## src/upd_pkg.sv

```systemverilog
package upd_pkg;

  localparam int unsigned QDepth = 4;
  localparam int unsigned QAw    = $clog2(QDepth);
  localparam int unsigned QCntW  = QAw + 1;

  localparam logic [7:0] CharSpace = 8'h20;
  localparam logic [7:0] CharDel   = 8'h7f;
  localparam logic [7:0] CharSlash = 8'h2f;
  localparam logic [7:0] CharQmark = 8'h3f;
  localparam logic [7:0] CharHash  = 8'h23;
  localparam logic [7:0] CharPct   = 8'h25;
  localparam logic [7:0] CharDot   = 8'h2e;
  localparam logic [7:0] CharNul   = 8'h00;

  typedef enum logic [1:0] {
    SecPath  = 2'd0,
    SecQuery = 2'd1,
    SecFrag  = 2'd2
  } section_e;

  typedef enum logic [1:0] {
    EscNone = 2'd0,
    EscHigh = 2'd1,
    EscLow  = 2'd2
  } escape_e;

  typedef enum logic [1:0] {
    SegEmpty  = 2'd0,
    SegDot    = 2'd1,
    SegDotDot = 2'd2,
    SegOther  = 2'd3
  } segment_e;

  typedef enum logic [1:0] {
    KindPath   = 2'd0,
    KindQuery  = 2'd1,
    KindStatus = 2'd2
  } kind_e;

  typedef enum logic [1:0] {
    VerdictOk        = 2'd0,
    VerdictBad       = 2'd1,
    VerdictForbidden = 2'd2
  } verdict_e;

  typedef struct packed {
    kind_e      kind;
    logic [7:0] data;
    verdict_e   verdict;
    logic       end_mark;
  } result_t;

  // n is the number of results of one beat, r0 goes out before r1
  typedef struct packed {
    logic [1:0] n;
    result_t    r0;
    result_t    r1;
  } push_t;

  // bit 4 set when the byte is a hex digit, low bits its value
  function automatic logic [4:0] hex_nibble(input logic [7:0] b);
    logic [4:0] r;
    r = 5'd0;
    if (b >= 8'h30 && b <= 8'h39) begin
      r = {1'b1, 4'(b - 8'h30)};
    end else if (b >= 8'h61 && b <= 8'h66) begin
      r = {1'b1, 4'(b - 8'h57)};
    end else if (b >= 8'h41 && b <= 8'h46) begin
      r = {1'b1, 4'(b - 8'h37)};
    end
    return r;
  endfunction

endpackage

```

## src/upd_core.sv

```systemverilog
module upd_core import upd_pkg::*; (
  input  logic       clk_i,
  input  logic       rst_ni,
  input  logic       advance_i,
  input  logic [7:0] byte_i,
  input  logic       last_i,
  output push_t      push_o
);

  section_e   sec_q, sec_d;
  escape_e    esc_q, esc_d;
  segment_e   seg_q, seg_d;
  logic [3:0] hn_q, hn_d;
  logic       first_q, first_d;
  logic       bad_q, bad_d;
  logic       dd_q, dd_d;

  always_comb begin
    logic       fresh;
    logic       do_char;
    logic       end_now;
    logic       emit_byte;
    logic [7:0] c;
    logic [4:0] hx;
    kind_e      bkind;
    verdict_e   v;
    result_t    rb;
    result_t    rs;

    sec_d     = sec_q;
    esc_d     = esc_q;
    seg_d     = seg_q;
    hn_d      = hn_q;
    dd_d      = dd_q;
    first_d   = 1'b0;
    fresh     = 1'b1;
    do_char   = 1'b0;
    end_now   = 1'b0;
    emit_byte = 1'b0;
    bkind     = KindPath;
    c         = byte_i;
    hx        = hex_nibble(byte_i);

    bad_d = bad_q | (byte_i <= CharSpace) | (byte_i == CharDel)
          | (first_q & (byte_i != CharSlash));

    unique case (sec_q)
      SecPath: begin
        if (esc_q != EscNone) begin
          if (!hx[4]) begin
            bad_d = 1'b1;
            esc_d = EscNone;
          end else if (esc_q == EscHigh) begin
            hn_d  = hx[3:0];
            esc_d = EscLow;
            fresh = 1'b0;
          end else begin
            c       = {hn_q, hx[3:0]};
            esc_d   = EscNone;
            do_char = 1'b1;
            fresh   = 1'b0;
          end
        end
        if (fresh) begin
          priority if (byte_i == CharPct) begin
            esc_d = EscHigh;
          end else if (byte_i == CharQmark) begin
            end_now = 1'b1;
            sec_d   = SecQuery;
          end else if (byte_i == CharHash) begin
            end_now = 1'b1;
            sec_d   = SecFrag;
          end else begin
            do_char = 1'b1;
          end
        end
      end
      SecQuery: begin
        if (byte_i == CharHash) begin
          sec_d = SecFrag;
        end else begin
          emit_byte = 1'b1;
          bkind     = KindQuery;
        end
      end
      default: ;
    endcase

    // segments are tracked on decoded bytes
    if (do_char) begin
      emit_byte = 1'b1;
      if (c == CharNul) bad_d = 1'b1;
      if (c == CharSlash) begin
        if (seg_d == SegDotDot) dd_d = 1'b1;
        seg_d = SegEmpty;
      end else if (c == CharDot) begin
        unique case (seg_d)
          SegEmpty:  seg_d = SegDot;
          SegDot:    seg_d = SegDotDot;
          default:   seg_d = SegOther;
        endcase
      end else begin
        seg_d = SegOther;
      end
    end

    if (last_i && sec_d == SecPath) end_now = 1'b1;
    if (end_now) begin
      if (esc_d != EscNone) bad_d = 1'b1;
      esc_d = EscNone;
      if (seg_d == SegDotDot) dd_d = 1'b1;
      seg_d = SegEmpty;
    end

    v  = bad_d ? VerdictBad : (dd_d ? VerdictForbidden : VerdictOk);
    rb = '{kind: bkind, data: c, verdict: VerdictOk, end_mark: 1'b0};
    rs = '{kind: KindStatus, data: 8'd0, verdict: v, end_mark: 1'b1};

    push_o.r1 = rs;
    if (emit_byte) begin
      push_o.r0 = rb;
      push_o.n  = last_i ? 2'd2 : 2'd1;
    end else begin
      push_o.r0 = rs;
      push_o.n  = last_i ? 2'd1 : 2'd0;
    end
    if (!advance_i) push_o.n = 2'd0;

    if (last_i) begin
      sec_d   = SecPath;
      esc_d   = EscNone;
      seg_d   = SegEmpty;
      hn_d    = 4'd0;
      first_d = 1'b1;
      bad_d   = 1'b0;
      dd_d    = 1'b0;
    end
  end

  always_ff @(posedge clk_i or negedge rst_ni) begin
    if (!rst_ni) begin
      sec_q   <= SecPath;
      esc_q   <= EscNone;
      seg_q   <= SegEmpty;
      hn_q    <= 4'd0;
      first_q <= 1'b1;
      bad_q   <= 1'b0;
      dd_q    <= 1'b0;
    end else if (advance_i) begin
      sec_q   <= sec_d;
      esc_q   <= esc_d;
      seg_q   <= seg_d;
      hn_q    <= hn_d;
      first_q <= first_d;
      bad_q   <= bad_d;
      dd_q    <= dd_d;
    end
  end

  a_end_resets: assert property (@(posedge clk_i) disable iff (!rst_ni)
    advance_i && last_i |=> first_q && sec_q == SecPath && !bad_q && !dd_q)
    else $error("state not cleared after final beat");

  a_two_order: assert property (@(posedge clk_i) disable iff (!rst_ni)
    push_o.n == 2'd2 |-> push_o.r1.kind == KindStatus && push_o.r0.kind != KindStatus)
    else $error("byte result must precede status");

  a_no_escape_off_path: assert property (@(posedge clk_i) disable iff (!rst_ni)
    sec_q != SecPath |-> esc_q == EscNone)
    else $error("escape pending outside path");

  a_first_in_path: assert property (@(posedge clk_i) disable iff (!rst_ni)
    first_q |-> sec_q == SecPath && seg_q == SegEmpty)
    else $error("first byte state inconsistent");

endmodule

```

## src/upd_outq.sv

```systemverilog
module upd_outq import upd_pkg::*; (
  input  logic    clk_i,
  input  logic    rst_ni,
  input  push_t   push_i,
  input  logic    pop_i,
  output result_t head_o,
  output logic    valid_o,
  output logic    space_o
);

  result_t          mem_q [QDepth];
  logic [QAw-1:0]   wr_q, rd_q;
  logic [QCntW-1:0] cnt_q, cnt_d;
  logic [QCntW-1:0] after_pop;
  logic             pop;

  assign valid_o   = cnt_q != '0;
  assign head_o    = mem_q[rd_q];
  assign pop       = pop_i & valid_o;
  assign after_pop = cnt_q - QCntW'(pop);
  // room for the worst case of two results per beat
  assign space_o   = after_pop <= QCntW'(QDepth - 2);
  assign cnt_d     = after_pop + QCntW'(push_i.n);

  always_ff @(posedge clk_i) begin
    if (push_i.n != 2'd0) mem_q[wr_q] <= push_i.r0;
    if (push_i.n == 2'd2) mem_q[wr_q + QAw'(1)] <= push_i.r1;
  end

  always_ff @(posedge clk_i or negedge rst_ni) begin
    if (!rst_ni) begin
      wr_q  <= '0;
      rd_q  <= '0;
      cnt_q <= '0;
    end else begin
      wr_q  <= wr_q + QAw'(push_i.n);
      rd_q  <= rd_q + QAw'(pop);
      cnt_q <= cnt_d;
    end
  end

  a_cnt_range: assert property (@(posedge clk_i) disable iff (!rst_ni)
    cnt_q <= QCntW'(QDepth))
    else $error("result queue count out of range");

  a_no_overflow: assert property (@(posedge clk_i) disable iff (!rst_ni)
    push_i.n != 2'd0 |-> cnt_d <= QCntW'(QDepth))
    else $error("result queue overflow");

  a_ptr_track: assert property (@(posedge clk_i) disable iff (!rst_ni)
    cnt_q != QCntW'(QDepth) && cnt_q != '0 |-> wr_q != rd_q)
    else $error("queue pointers disagree with count");

endmodule

```

## src/uri_path_decoder_unit.sv

```systemverilog
// streaming request uri checker and path percent-decoder
// input channel: in_valid_i/in_ready_o with uri_byte_i and is_last_i, one
//   raw uri byte per beat, is_last_i marks the final byte of the uri
// output channel: out_valid_o/out_ready_i with kind_o, out_byte_o,
//   verdict_o and end_mark_o; a beat is a decoded path byte, a raw query
//   byte, or the final status that closes the uri (end_mark_o high)
// an input beat yields zero, one or two output beats; when two, the byte
//   comes before the status
// pipeline: two register stages, the input stage and then the result queue;
//   an accepted byte waits in the input stage until the queue has room,
//   and its results are then written into the result queue
// throughput: one input beat per cycle, limited by the output side taking
//   one result per cycle; the four-entry result queue only admits a new
//   beat while two entries are free
// reset clears the input stage, the decoder state and the result queue;
//   the next byte is taken as the first byte of a new uri
// when the receiver stalls, results wait in the queue and the input stage
//   holds its byte, so in_ready_o drops once the queue is nearly full
module uri_path_decoder_unit import upd_pkg::*; (
  input  logic       clk_i,
  input  logic       rst_ni,
  input  logic       in_valid_i,
  output logic       in_ready_o,
  input  logic [7:0] uri_byte_i,
  input  logic       is_last_i,
  output logic       out_valid_o,
  input  logic       out_ready_i,
  output logic [1:0] kind_o,
  output logic [7:0] out_byte_o,
  output logic [1:0] verdict_o,
  output logic       end_mark_o
);

  logic       stg_v_q, stg_v_d;
  logic [7:0] stg_byte_q;
  logic       stg_last_q;
  logic       advance;
  logic       space;
  logic       in_fire;
  push_t      push;
  result_t    head;

  assign advance    = stg_v_q & space;
  assign in_ready_o = ~stg_v_q | advance;
  assign in_fire    = in_valid_i & in_ready_o;
  assign stg_v_d    = in_fire | (stg_v_q & ~advance);

  always_ff @(posedge clk_i or negedge rst_ni) begin
    if (!rst_ni) begin
      stg_v_q <= 1'b0;
    end else begin
      stg_v_q <= stg_v_d;
    end
  end

  always_ff @(posedge clk_i) begin
    if (in_fire) begin
      stg_byte_q <= uri_byte_i;
      stg_last_q <= is_last_i;
    end
  end

  upd_core u_core (
    .clk_i     (clk_i),
    .rst_ni    (rst_ni),
    .advance_i (advance),
    .byte_i    (stg_byte_q),
    .last_i    (stg_last_q),
    .push_o    (push)
  );

  upd_outq u_outq (
    .clk_i   (clk_i),
    .rst_ni  (rst_ni),
    .push_i  (push),
    .pop_i   (out_ready_i),
    .head_o  (head),
    .valid_o (out_valid_o),
    .space_o (space)
  );

  assign kind_o     = head.kind;
  assign out_byte_o = head.data;
  assign verdict_o  = head.verdict;
  assign end_mark_o = head.end_mark;

endmodule
```

## config.mk

```make
export PLATFORM = sky130hd
export DESIGN_NAME = uri_path_decoder_unit
export DESIGN_NICKNAME = d
export VERILOG_FILES = /design/src/upd_pkg.sv /design/src/upd_core.sv /design/src/upd_outq.sv /design/src/uri_path_decoder_unit.sv
export SDC_FILE = /design/constraint.sdc
export NUM_CORES = 1
export LEC_CHECK = 0
export BUFFER_PORTS_ARGS = -buffer_cell sky130_fd_sc_hd__buf_2
export CAP_MARGIN = 40
export CORE_ASPECT_RATIO = 0.9
export CORE_MARGIN = 2
export CORE_UTILIZATION = 46
export CTS_CLUSTER_SIZE = 12
export DETAILED_ROUTE_END_ITERATION = 12
export GPL_ROUTABILITY_DRIVEN = 0
export PLACE_DENSITY = 0.68
export SYNTH_ARGS = -nofsm -noshare
export SYNTH_HDL_FRONTEND = slang
export SYNTH_SLANG_ARGS = --single-unit
```

## constraint.sdc

```tcl
create_clock -name clk_i -period 4 [get_ports clk_i]
set_clock_uncertainty 0.1 [all_clocks]
set_input_delay 0 -clock clk_i [delete_from_list [all_inputs] [get_ports clk_i]]
set_output_delay 0 -clock clk_i [all_outputs]
set_load 0.05 [all_outputs]
```

==> results.py <==
metrics = {
    "outcome": {
        "status": "completed",
    },
    "yosys": {
        "seq_area_frac_synth_pct": 45.8,
        "synth_area_per_cell_sq_um": 10.7,
        "syn_nets": 398,
        "ys_dominant_reg_cell": "sky130_fd_sc_hd__dfxtp_1",
        "synth-seq-cells": 78,
        "ys.warnings.count": 0,
        "yosysUniqueCellTypes": 70,
        "synthCells": 375,
        "ys_async_sr_fraction_pct": 26.9,
        "synth_edf_count": 17,
        "syn-cell-area_sq_um": 4010,
    },
    "route": {
        "wirelength_microns": 9850,
        "route.detailed.wl_per_inst_microns": 17.7,
        "vias": 3206,
        "1st_pass_router_iterations": 5,
        "vias_per_cell": 5.78,
        "drtAntennaViolNets": 0,
        "drtIter0Drc": 201,
        "drc": 0,
    },
    "worst_setup_path": {
        "slowest_delay_ps": 620,
        "most_used_cell_along_the_critical_path": "sky130_fd_sc_hd__nor2_1",
        "worstSetupStartpointType": "register",
        "setup.worst_path.end_class": "register",
        "critical_path_buf_inv_count": 2,
        "cp_max_fo": 10,
        "critical_path_arrival_ps": 3650,
        "worst_ep_required_time_ps": 3990,
        "critical-path-top-delay-family": "simple AND/OR/NAND/NOR gates",
        "timing_worst_setup_path_type": "reg2reg",
        "slowest_stage": "sky130_fd_sc_hd__or4b_4",
        "timing.critical_path.cells": "or4b_4 -> nor4_4 -> nor2_1 -> a31oi_2 -> inv_1 -> ha_1 -> nor2_1 -> nor3_1 -> buf_4 -> a21oi_1 -> a211oi_1",
        "timing.reg2reg.setup_slack_ps": 340,
    },
    "place": {
        "post-dp-hpwl_microns": 7260,
        "io_buffers": 27,
        "placed_cells_incl_taps": 527,
    },
    "global_route": {
        "antenna_found_initial": 0,
        "vias_in_the_first_global_route": 3106,
        "grt_first_pass_wirelength_microns": 16100,
        "grt_usage_pct": 22.2,
        "maximum_number_of_pins_on_one_net_before_global_route_repair": 22,
        "grt_overflow_total": 0,
    },
    "floorplan": {
        "start_util_pct": 47.0,
        "rows": 32,
        "io_pins": 28,
        "die_h_microns": 92.6,
        "floorplan.die.width_microns": 102,
        "dieArea_sq_um": 9480,
        "coreArea_sq_um": 8530,
    },
    "timing": {
        "timing.final.hold_violations": 0,
        "max_slew_margin_pct": 46.6,
        "layout_worst_path_cycle_share_pct": 91.5,
        "timing.hold.ws_ps": 51.8,
        "worstMarginPinSlew_ps": 800,
        "fin_setup_tns_ps": 0,
        "setup_viol": 0,
        "fmax_mhz": 273,
        "unrepaired_setup_endpoints_after_global_routing": "false",
        "slew_viol_final": 0,
        "layout_min_cycle_time_ps": 3660,
    },
    "clock_tree": {
        "clock_tree.root_cell": "sky130_fd_sc_hd__clkbuf_8",
        "clk_latency_ps": 350,
        "tritoncts": "done",
        "htreeDepth": 3,
        "cts-buffers-inserted": 9,
        "clock-sinks": 78,
        "path_clk_slew_ps": 90,
        "cts-root-to-sink-buffers": 2,
    },
    "power_and_ir_drop": {
        "p_clk_share_pct": 16.4,
        "p_seq_share_pct": 32.7,
        "cell_internal_pwr_mw": 2.38,
        "cellPowerDensity_nw_per_um2": 917,
        "swShare_pct": 45.3,
        "total_leakage_power_nw": 1.94,
        "power.share.combinational_pct": 50.9,
        "power.net_switching_mw": 1.97,
        "max-vdd-ir-drop_uv": 646,
    },
    "final_layout": {
        "stdcell_count": 555,
        "utilization_of_the_core_after_routing_pct": 55.7,
        "layout.filler_cells": 745,
        "n_antenna_cell": 0,
        "multi_input_area_sq_um": 2060,
        "mostFrequentLayoutCell": "sky130_fd_sc_hd__nand2_1",
        "seqCellArea_sq_um": 1840,
        "most-common-layout-cells": "44 x sky130_fd_sc_hd__nand2_1, 40 x sky130_fd_sc_hd__dfxtp_1, 27 x sky130_fd_sc_hd__buf_2",
        "post_layout_nets": 454,
        "drive_above_1_share_pct": 22.7,
        "areaGrowthSynthToFinish_pct": 18.4,
    },
    "hold_path": {
        "hold_class": "in2async",
    },
    "flow_run": {
        "max_cap_violations": 0,
    },
}
-- worst paths after layout --
kind                                                 start                              end  cells past startpoint
min                                                 rst_ni        u_outq.cnt_q[2]$_DFF_PN0_                      2
min in group clk_i                           uri_byte_i[5]          stg_byte_q[5]$_DFFE_PP_                      2
max reg2reg                        stg_byte_q[4]$_DFFE_PP_     u_outq.mem_q[1][2]$_DFFE_PP_                     11
min reg2reg                u_outq.mem_q[3][0]$_SDFFE_PP1N_  u_outq.mem_q[3][0]$_SDFFE_PP1N_                      2
max                                stg_byte_q[4]$_DFFE_PP_     u_outq.mem_q[1][2]$_DFFE_PP_                     11
max in group asynchronous                           rst_ni       u_core.first_q$_DFFE_PN1P_                      2
-- metal layers --
layer	global-route usage [%]	share of wire [%]
met5	0	0
met4	5.78	0.94
met3	4.75	6.1
met2	33.4	46
met1	32.6	47
-- kinds of logic (layout without fill, tap and decap cells) --
kind of cell | Yosys count | count (layout) | synth area share, %
AOI/OAI and AO/OA | 112 | 112 | 21.4
xor gates and xnor gates | 8 | 8 | 1.75
adders and majority gates | 10 | 10 | 3.31
buffers and inverters | 30 | 91 | 3.15
DFF | 78 | 78 | 45.8
muxes | 15 | 15 | 7.62
and+or+nand+nor | 122 | 122 | 16.9
-- layout make-up --
type	instances	share of cell area, %
Inverter	19	1.50
Clock inverter	5	1.82
Clock buffer	11	3.43
Timing Repair Buffer	56	8.07
Sequential cell	78	38.7
Tap cell	119	3.14
Multi-Input combinational cell	267	43.3
-- timing repair --
item / CTS / global route
setup buffers: 0 / 0
resized for setup: 0 / 4
hold buffers: 12 / 0
endpoints found under the setup margin: 0 / 14
hold endpoints to repair: 32 / 0
-- power groups by stage --
stage	Clock, mW	Sequential, mW	Combinational [mW]
final	0.713	1.42	2.21
after global routing	0.754	1.47	2.41
after CTS	0.723	1.42	2.20
after detailed placement	0	1.43	2.18
after global placement	0	1.42	2.15
after floorplan	0	1.31	1.75
-- state kept, by name (all words and copies together) (netlist names), 2 cells and up --
register and cells:
u_core.sec_q 2, u_core.esc_q 2, u_outq.cnt_q 3, u_outq.rd_q 2, u_core.seg_q 2, u_core.hn_q 4
u_outq.wr_q 2, u_outq.mem_q 48, stg_byte_q 8
-- synthesized netlist by cell type (6+ instances only) --
library cell | instances | area [sq um]
sky130_fd_sc_hd__a211oi_1 | 8 | 60.1
sky130_fd_sc_hd__a22o_1 | 25 | 219
sky130_fd_sc_hd__ha_1 | 9 | 113
sky130_fd_sc_hd__mux4_2 | 12 | 270
sky130_fd_sc_hd__nand3_1 | 8 | 40.0
sky130_fd_sc_hd__nor3_1 | 6 | 30.0
sky130_fd_sc_hd__a21oi_1 | 21 | 105
sky130_fd_sc_hd__nor2_1 | 25 | 93.8
sky130_fd_sc_hd__dfrtp_1 | 20 | 500
sky130_fd_sc_hd__inv_1 | 19 | 71.3
sky130_fd_sc_hd__edfxtp_1 | 17 | 510
sky130_fd_sc_hd__o21ai_0 | 19 | 95.1
sky130_fd_sc_hd__nand2_1 | 44 | 165
sky130_fd_sc_hd__dfxtp_1 | 40 | 801
-- stage by stage --
stage / power, mW / setup slack [ps] / area [sq um]
6_report: 4.35 / 339 / 4750
3_5_place_dp: 3.62 / 178 / 4370
2_1_floorplan: 3.06 / 355 / 4010
4_1_cts: 4.35 / 159 / 4730
3_3_place_gp: 3.57 / 278 / 4370
5_1_grt: 4.63 / 24.3 / 4750
(Power assumes the default switching activity.)
